## src/jarn_pkg.sv

```systemverilog
// Package for the joint angle range normaliser: formats, codes and item types.
`timescale 1ns / 1ps
package jarn_pkg;

  localparam int ANGLE_W = 20;
  localparam int FRAC_W  = 14;
  localparam int NORM_W  = FRAC_W + 2;
  localparam int QUOT_W  = FRAC_W + 2;
  localparam int CNT_W   = $clog2(QUOT_W + 1);
  localparam int NLANES  = 4;
  localparam int CFG_IDX_W = 2;

  localparam logic signed [ANGLE_W-1:0] ONE_Q = ANGLE_W'(1 << FRAC_W);
  localparam logic signed [ANGLE_W-1:0] RANGE_DEFAULT =
    ANGLE_W'(((157 << FRAC_W) + 50) / 100);
  localparam logic signed [ANGLE_W-1:0] ANGLE_MAX = {1'b0, {(ANGLE_W-1){1'b1}}};
  localparam logic signed [ANGLE_W-1:0] ANGLE_MIN = {1'b1, {(ANGLE_W-1){1'b0}}};

  typedef enum logic [1:0] {
    CMD_NONE    = 2'd0,
    CMD_CAPTURE = 2'd1,
    CMD_TOGGLE  = 2'd2,
    CMD_SPARE   = 2'd3
  } cmd_t;

  localparam logic [CFG_IDX_W-1:0] CFG_CLAW_LOW  = 2'd0;
  localparam logic [CFG_IDX_W-1:0] CFG_CLAW_HIGH = 2'd1;

  typedef enum logic [1:0] {
    ST_IDLE,
    ST_ANGLE,
    ST_START,
    ST_NORM
  } state_t;

  typedef struct packed {
    logic [1:0]                cmd;
    logic signed [ANGLE_W-1:0] shoulder_raw;
    logic signed [ANGLE_W-1:0] upper_raw;
    logic signed [ANGLE_W-1:0] lower_raw;
    logic                      armed_level;
    logic                      offset_button_level;
    logic                      range_button_level;
  } in_t;

  typedef struct packed {
    logic signed [NORM_W-1:0]  norm_shoulder;
    logic signed [NORM_W-1:0]  norm_upper;
    logic signed [NORM_W-1:0]  norm_lower;
    logic signed [NORM_W-1:0]  norm_claw;
    logic signed [ANGLE_W-1:0] shoulder_angle;
    logic signed [ANGLE_W-1:0] upper_angle_neg;
    logic signed [ANGLE_W-1:0] lower_angle;
    logic                      armed;
    logic                      learning;
  } out_t;

  typedef struct packed {
    logic busy;
    logic valid;
  } lane_stat_t;

endpackage

```

## src/jarn_lane.sv

```systemverilog
// One normaliser lane: clamp, then restoring divide one quotient bit a cycle.
`timescale 1ns / 1ps
module jarn_lane (
  input  logic                                 clk,
  input  logic                                 rst_n,
  input  logic                                 start,
  input  logic signed [jarn_pkg::ANGLE_W-1:0]  v,
  input  logic signed [jarn_pkg::ANGLE_W-1:0]  lo,
  input  logic signed [jarn_pkg::ANGLE_W-1:0]  hi,
  output jarn_pkg::lane_stat_t                 stat,
  output logic signed [jarn_pkg::NORM_W-1:0]   res
);
  localparam int A  = jarn_pkg::ANGLE_W;
  localparam int QW = jarn_pkg::QUOT_W;
  localparam int NW = A + QW + 1;

  logic                          busy_r, valid_r, empty_r;
  logic [jarn_pkg::CNT_W-1:0]    cnt_r;
  logic [A-1:0]                  num_r, den_r;
  logic [A+1:0]                  rem_r;
  logic [A:0]                    dv_r;
  logic [QW-1:0]                 nlo_r, q_r;
  logic signed [jarn_pkg::NORM_W-1:0] res_r;

  logic signed [A-1:0] vc;
  logic [NW-1:0]       n_full;
  logic [A+1:0]        rs;
  logic                ge;
  logic [A+1:0]        rem_nxt;
  logic [QW-1:0]       q_nxt;
  logic [QW:0]         q_off;

  always_comb begin
    vc = v;
    if (v < lo) vc = lo;
    if (vc > hi) vc = hi;
    n_full  = {num_r, {QW{1'b0}}} + NW'(den_r);
    rs      = {rem_r[A:0], nlo_r[QW-1]};
    ge      = rs >= {1'b0, dv_r};
    rem_nxt = ge ? (rs - {1'b0, dv_r}) : rs;
    q_nxt   = {q_r[QW-2:0], ge};
    q_off   = {1'b0, q_nxt} - (QW+1)'(jarn_pkg::ONE_Q);
  end

  always_ff @(posedge clk) begin
    if (!rst_n) begin
      busy_r  <= 1'b0;
      valid_r <= 1'b0;
    end else if (start) begin
      busy_r  <= 1'b1;
      valid_r <= 1'b0;
      cnt_r   <= '0;
      empty_r <= lo >= hi;
      num_r   <= A'(vc - lo);
      den_r   <= A'(hi - lo);
    end else if (busy_r) begin
      if (cnt_r == '0) begin
        // remainder seeded with the top bits; below the divisor unless the range is empty
        rem_r <= (A+2)'(n_full[NW-1:QW]);
        nlo_r <= n_full[QW-1:0];
        dv_r  <= {den_r, 1'b0};
        q_r   <= '0;
        cnt_r <= cnt_r + 1'b1;
      end else begin
        rem_r <= rem_nxt;
        nlo_r <= {nlo_r[QW-2:0], 1'b0};
        q_r   <= q_nxt;
        cnt_r <= cnt_r + 1'b1;
        if (cnt_r == jarn_pkg::CNT_W'(QW)) begin
          busy_r  <= 1'b0;
          valid_r <= 1'b1;
          res_r   <= empty_r ? '0 : q_off[jarn_pkg::NORM_W-1:0];
        end
      end
    end
  end

  assign stat.busy  = busy_r;
  assign stat.valid = valid_r;
  assign res        = res_r;

  a_busy_valid_excl: assert property (@(posedge clk) disable iff (!rst_n)
    !(busy_r && valid_r)) else $error("lane busy and valid together");
  a_start_busy: assert property (@(posedge clk) disable iff (!rst_n)
    start |=> busy_r) else $error("lane did not start");
  a_cnt_bound: assert property (@(posedge clk) disable iff (!rst_n)
    busy_r |-> cnt_r <= jarn_pkg::CNT_W'(QW)) else $error("lane count overrun");

endmodule

```

## src/joint_angle_range_normalizer_core.sv

```systemverilog
// Top level: angle offsets, range tracking, four normaliser lanes and result register.
//
//  channel | ports                      | role
//  in      | in_valid in_ready in_data  | raw angles, buttons, command
//  out     | out_valid out_ready out_data | normalised channels and angles
//  cfg     | cfg_valid cfg_ready cfg_index cfg_data | claw range ends
//
// After an item is accepted it passes the angle stage, the lane load, the divider seed,
// the 16 quotient-bit steps and the result load into the output register.
// The next item can be accepted in the cycle after that load, so items never overlap.
// Reset (rst_n, synchronous) restores offsets, ranges, claw range and flags at once.
// A stalled result holds in the output register; cfg is always ready.
`timescale 1ns / 1ps
module joint_angle_range_normalizer_core (
  input  logic                                     clk,
  input  logic                                     rst_n,
  input  logic                                     in_valid,
  output logic                                     in_ready,
  input  jarn_pkg::in_t                            in_data,
  output logic                                     out_valid,
  input  logic                                     out_ready,
  output jarn_pkg::out_t                           out_data,
  input  logic                                     cfg_valid,
  output logic                                     cfg_ready,
  input  logic [jarn_pkg::CFG_IDX_W-1:0]           cfg_index,
  input  logic signed [jarn_pkg::ANGLE_W-1:0]      cfg_data
);
  localparam int A = jarn_pkg::ANGLE_W;

  jarn_pkg::state_t state_r, state_nxt;
  jarn_pkg::in_t    item_r;
  logic signed [A-1:0] ang_r [3];
  logic signed [A-1:0] uneg_r;
  logic signed [A-1:0] off_r [3], off_nxt [3];
  logic signed [A-1:0] lo_r [3], lo_nxt [3];
  logic signed [A-1:0] hi_r [3], hi_nxt [3];
  logic signed [A-1:0] claw_lo_r, claw_hi_r;
  logic learn_r, learn_nxt, offb_r, rngb_r;
  logic out_valid_r;
  jarn_pkg::out_t out_r;

  logic signed [A-1:0] raw [3];
  logic signed [A-1:0] ang_c [3];
  logic signed [A-1:0] uneg_c;
  logic signed [A:0]   diff [3];
  logic                lane_start, all_valid, any_busy, commit;
  logic                off_pr, rng_pr;
  jarn_pkg::lane_stat_t stat [jarn_pkg::NLANES];
  logic signed [jarn_pkg::NORM_W-1:0] nres [jarn_pkg::NLANES];

  assign raw[0] = item_r.shoulder_raw;
  assign raw[1] = item_r.upper_raw;
  assign raw[2] = item_r.lower_raw;

  // relative angles: shoulder quartered by arithmetic shift, others saturated
  always_comb begin
    for (int i = 0; i < 3; i++) diff[i] = {raw[i][A-1], raw[i]} - {off_r[i][A-1], off_r[i]};
    ang_c[0] = A'(diff[0] >>> 2);
    for (int i = 1; i < 3; i++) begin
      if (diff[i][A] != diff[i][A-1]) ang_c[i] = diff[i][A] ? jarn_pkg::ANGLE_MIN
                                                           : jarn_pkg::ANGLE_MAX;
      else ang_c[i] = diff[i][A-1:0];
    end
    uneg_c = (ang_c[1] == jarn_pkg::ANGLE_MIN) ? jarn_pkg::ANGLE_MAX : -ang_c[1];
  end

  for (genvar g = 0; g < 3; g++) begin : g_lane
    jarn_lane u_lane (
      .clk(clk), .rst_n(rst_n), .start(lane_start),
      .v(ang_r[g]), .lo(lo_r[g]), .hi(hi_r[g]),
      .stat(stat[g]), .res(nres[g])
    );
  end
  jarn_lane u_claw (
    .clk(clk), .rst_n(rst_n), .start(lane_start),
    .v('0), .lo(claw_lo_r), .hi(claw_hi_r),
    .stat(stat[3]), .res(nres[3])
  );

  always_comb begin
    all_valid = 1'b1;
    any_busy  = 1'b0;
    for (int i = 0; i < jarn_pkg::NLANES; i++) begin
      all_valid = all_valid & stat[i].valid;
      any_busy  = any_busy | stat[i].busy;
    end
  end

  // controller
  always_comb begin
    state_nxt  = state_r;
    in_ready   = 1'b0;
    lane_start = 1'b0;
    commit     = 1'b0;
    case (state_r)
      jarn_pkg::ST_IDLE: begin
        in_ready = 1'b1;
        if (in_valid) state_nxt = jarn_pkg::ST_ANGLE;
      end
      jarn_pkg::ST_ANGLE: state_nxt = jarn_pkg::ST_START;
      jarn_pkg::ST_START: begin
        lane_start = 1'b1;
        state_nxt  = jarn_pkg::ST_NORM;
      end
      jarn_pkg::ST_NORM: begin
        if (all_valid && !any_busy && (!out_valid_r || out_ready)) begin
          commit    = 1'b1;
          state_nxt = jarn_pkg::ST_IDLE;
        end
      end
      default: state_nxt = jarn_pkg::ST_IDLE;
    endcase
  end

  // state updates in item order: command, tracking, offset edge, range edge
  always_comb begin
    off_pr = !item_r.offset_button_level;
    rng_pr = !item_r.range_button_level;
    learn_nxt = learn_r;
    for (int i = 0; i < 3; i++) begin
      off_nxt[i] = off_r[i];
      lo_nxt[i]  = lo_r[i];
      hi_nxt[i]  = hi_r[i];
    end
    case (jarn_pkg::cmd_t'(item_r.cmd))
      jarn_pkg::CMD_CAPTURE: for (int i = 0; i < 3; i++) off_nxt[i] = raw[i];
      jarn_pkg::CMD_TOGGLE: begin
        learn_nxt = !learn_nxt;
        if (learn_nxt) for (int i = 0; i < 3; i++) begin
          lo_nxt[i] = ang_r[i];
          hi_nxt[i] = ang_r[i];
        end
      end
      default: ;
    endcase
    if (learn_nxt) for (int i = 0; i < 3; i++) begin
      if (ang_r[i] < lo_nxt[i]) lo_nxt[i] = ang_r[i];
      if (ang_r[i] > hi_nxt[i]) hi_nxt[i] = ang_r[i];
    end
    if (off_pr && !offb_r) for (int i = 0; i < 3; i++) off_nxt[i] = raw[i];
    if (rng_pr && !rngb_r) begin
      learn_nxt = !learn_nxt;
      if (learn_nxt) for (int i = 0; i < 3; i++) begin
        lo_nxt[i] = ang_r[i];
        hi_nxt[i] = ang_r[i];
      end
    end
  end

  always_ff @(posedge clk) begin
    if (!rst_n) begin
      state_r     <= jarn_pkg::ST_IDLE;
      out_valid_r <= 1'b0;
      learn_r     <= 1'b0;
      offb_r      <= 1'b0;
      rngb_r      <= 1'b0;
      claw_lo_r   <= -jarn_pkg::ONE_Q;
      claw_hi_r   <= jarn_pkg::ONE_Q;
      for (int i = 0; i < 3; i++) begin
        off_r[i] <= '0;
        lo_r[i]  <= -jarn_pkg::RANGE_DEFAULT;
        hi_r[i]  <= jarn_pkg::RANGE_DEFAULT;
      end
    end else begin
      state_r <= state_nxt;
      if (in_valid && in_ready) item_r <= in_data;
      if (state_r == jarn_pkg::ST_ANGLE) begin
        for (int i = 0; i < 3; i++) ang_r[i] <= ang_c[i];
        uneg_r <= uneg_c;
      end
      if (cfg_valid) begin
        if (cfg_index == jarn_pkg::CFG_CLAW_LOW)  claw_lo_r <= cfg_data;
        if (cfg_index == jarn_pkg::CFG_CLAW_HIGH) claw_hi_r <= cfg_data;
      end
      if (commit) out_valid_r <= 1'b1;
      else if (out_valid_r && out_ready) out_valid_r <= 1'b0;
      if (commit) begin
        learn_r     <= learn_nxt;
        offb_r      <= off_pr;
        rngb_r      <= rng_pr;
        for (int i = 0; i < 3; i++) begin
          off_r[i] <= off_nxt[i];
          lo_r[i]  <= lo_nxt[i];
          hi_r[i]  <= hi_nxt[i];
        end
        out_r.norm_shoulder   <= nres[0];
        out_r.norm_upper      <= nres[1];
        out_r.norm_lower      <= nres[2];
        out_r.norm_claw       <= nres[3];
        out_r.shoulder_angle  <= ang_r[0];
        out_r.upper_angle_neg <= uneg_r;
        out_r.lower_angle     <= ang_r[2];
        out_r.armed           <= !item_r.armed_level;
        out_r.learning        <= learn_nxt;
      end
    end
  end

  assign out_valid = out_valid_r;
  assign out_data  = out_r;
  assign cfg_ready = 1'b1;

  a_idle_lanes_quiet: assert property (@(posedge clk) disable iff (!rst_n)
    in_ready |-> !any_busy) else $error("item taken while lanes busy");
  a_commit_loads: assert property (@(posedge clk) disable iff (!rst_n)
    commit |=> out_valid_r && out_r.learning == learn_r)
    else $error("result not loaded with learning flag");
  a_accept_angle: assert property (@(posedge clk) disable iff (!rst_n)
    (in_valid && in_ready) |=> state_r == jarn_pkg::ST_ANGLE)
    else $error("accepted item not in angle stage");
  a_no_overwrite: assert property (@(posedge clk) disable iff (!rst_n)
    commit |-> (!out_valid_r || out_ready)) else $error("result overwritten");

endmodule

```

## config.mk

```make
export PLATFORM = sky130hd
export DESIGN_NAME = joint_angle_range_normalizer_core
export DESIGN_NICKNAME = d
export VERILOG_FILES = /design/src/jarn_pkg.sv /design/src/jarn_lane.sv /design/src/joint_angle_range_normalizer_core.sv
export SDC_FILE = /design/constraint.sdc
export NUM_CORES = 2
export LEC_CHECK = 0
export ABC_CLOCK_PERIOD_IN_PS = 9300
export BUFFER_PORTS_ARGS = -buffer_cell sky130_fd_sc_hd__buf_2
export CORE_UTILIZATION = 25
export DETAILED_ROUTE_END_ITERATION = 16
export SKIP_CTS_REPAIR_TIMING = 1
export SLEW_MARGIN = 20
export SYNTH_ARGS = -nofsm -noshare
export SYNTH_HDL_FRONTEND = slang
export SYNTH_SLANG_ARGS = --single-unit
```

## constraint.sdc

```tcl
create_clock -name clk -period 9.3 [get_ports clk]
set_clock_uncertainty 0.05 [all_clocks]
set_input_delay 1.86 -clock clk [delete_from_list [all_inputs] [get_ports clk]]
set_output_delay 1.86 -clock clk [all_outputs]
set_load 0.05 [all_outputs]
```

==> out/summary.txt <==
ANT nets after route: 0
Worst slew margin: 24.4%
Via-to-Cell Ratio: 4.61
Total Routing Usage GR: 12.5%
vias in the first global route: 43500
Clock Pin Slew Worst Setup and Hold Paths: 60 ps
synth top area cells: edfxtp_1 (47%), ha_1 (12%), nand2_1 (3.3%)
PortBufs: 219
Via Count: 44100
most frequent cell after synthesis: edfxtp_1
Post-Syn Nets: 6597
CTS tree: built
synth cell count leaders: edfxtp_1 (985), ha_1 (581), nand2_1 (553)
EDFF count, synth: 985
# rows: 183
Worst Path Required: 9760 ps
fin crit share: 92.3%
initial antenna violation count: 24
Netlist cell types: 91
RSZ-0062 raised after global routing: false
CTS Buf Count: 120
DR DRC count: 0
startpoint types: flop
Worst path max stage delay: 570 ps
Cells after Synth: 5906
kind of critical path: reg2reg
initial core utilization: 25.1%
hold slack final: 360 ps
global-route wire length before repair: 250 mm
Leak: 28.4 nW
Tightest Pin Transition: 1130 ps
Main synth FF type: edfxtp_1
largest net degree at the start of global routing: 164
Syn Std Cell Area: 62500 um2
die area: 252000 um2
Worst path slowest cell: o41ai_1
fin nets: 6812
Pins Over Slew Limit: 0
hpwl dp: 121 mm
H-tree depth: 3
crit path capture type: flop
placed cells: 9329
Max Cap Viol: 0
area of the core: 249000 um2
top cell type's share of synthesized area: 47.3%
post-layout util: 28.9%
WL per Instance: 16.8 um
setup TNS: 0 ps
Avg Cell Area, Syn: 10.6 um2
clk buf depth: 3
ys async rst share: 0%
CTS sink cnt: 1039
PD cells: 205 nW/um2
WL final: 161 mm
status: completed
fmax: 0.116 GHz
final setup fails: 0
final hold viol count: 0
die width: 502 um
maximum VDD drop: 0.000197 V
min Tclk post-route: 8590 ps
leading area contributor after synthesis: edfxtp_1
Data arrival, critical path: 9050 ps
Total Power: 14.7 mW
Ports: 221
Hold Crit Class: reg2reg
area delta synth->final: 15.0%
Root Buffer: clkbuf_16
drt pass-1 iters: 6
Worst path most repeated cell: o21ai_0
Seq/Total Area, Yosys: 49.0%
Die Span Y: 502 um
layout cell share with drive strength beyond 1: 10.2%
GP Congestion: 0.878
DR iter-0 viols: 3149
worst skew pair latency: 800 ps
#FFs+latches synth: 1039
CP max FO: 25
synth warn: 0
total grt overflow: 0
fin cells: 9563
==> worst max-delay path, delay by kind of cell (launching register included) <==
kind | cells | cell delay, ps
simple gates | 5 | 570
buf+inv | 3 | 570
xor+xnor | 2 | 570
compound gates | 19 | 4940
fa+ha+maj | 4 | 1160
flops | 1 | 450
==> cell type report <==
cell class                 instances  area, um2
inverter                         487       1840
clock buffer                     128       3030
fill                           25700     177000
multi-input combinational       4213      29600
clock inverter                   100       1170
tap                             3330       4170
antenna                            6       15.0
sequential                      1039      30700
timing repair buffer             260       1440
==> stage by stage <==
step,setup slack [ps],cell area [um2]
after floorplan,1810,62500
after global placement,667,67600
after detailed placement,756,67700
after CTS,693,71900
after global routing,29.7,71900
final,712,71900
==> routing by layer <==
metal	track usage [%]	vias to the layer above	part of all wire (%)
met1	17.0	21100	47
met5	0	-	0
li1	-	21800	-
met4	3.25	0	2.5
met2	20.7	1027	46
met3	1.88	234	4.5
==> cell families (layout without fill, tap and decap cells) <==
logic type,after synthesis,in the layout,synth area share [%]
buffers and inverters,654,975,3.98
AOI/OAI and AO/OA,1265,1265,13.0
muxes,181,181,3.01
other,1,7,0.00600
adders and majority gates,602,602,12.3
xor gates and xnor gates,315,315,4.41
and+or+nand+nor,1849,1849,14.3
DFF,1039,1039,49.0
==> where the power goes <==
| group | total, mW | internal, mW | switching, mW | leakage [nW] |
|---|---|---|---|---|
| Sequential | 6.05 | 5.75 | 0.300 | 9.38 |
| Clock | 5.01 | 2.90 | 2.11 | 2.01 |
| Combinational | 3.69 | 1.42 | 2.27 | 17.0 |
| Total | 14.7 | 10.1 | 4.67 | 28.4 |
==> cells in the final DEF (no fill, tap or decap), types with 40 or more instances in the layout <==
master,synthesis,final
buf_2,6,219
nand4_1,74,74
xnor2_1,197,197
clkbuf_16,0,120
dfxtp_1,54,54
nand3_1,96,96
nand2b_1,112,111
xor2_1,118,116
nor2b_1,190,190
nand2_1,553,551
edfxtp_1,985,985
o21ai_0,229,229
inv_1,487,482
o21a_1,67,67
ha_1,581,581
a21boi_0,55,55
a21o_1,145,145
a21oi_1,399,397
and2_1,82,80
a211oi_1,113,113
mux2i_1,125,121
nor2_1,456,447
nor3_1,103,101
mux2_2,56,56
o211ai_1,40,40
==> state kept, by name (all words and copies together) (netlist names), 59 cells and up <==
name                 cells
off_r                   60
hi_r                    60
g_lane.u_lane.rem_r     63
item_r                  65
ang_r                   59
g_lane.u_lane.num_r     60
g_lane.u_lane.den_r     60
out_data               125
lo_r                    60
g_lane.u_lane.dv_r      60
==> path summary, 6_finish.rpt <==
path | startpoint | end | slack, ps | depth (start not counted)
worst min-delay path | g_lane[0].u_lane.res[12] | out_data[122] | 360 | 0
worst min register to register | g_lane[0].u_lane.res[12] | out_data[122] | 360 | 0
worst max-delay path | lo_r[0][21] | g_lane[1].u_lane.num_r[18] | 710 | 33
worst max register to register | lo_r[0][21] | g_lane[1].u_lane.num_r[18] | 710 | 33
Note: power is estimated with default switching activity, not from simulation.
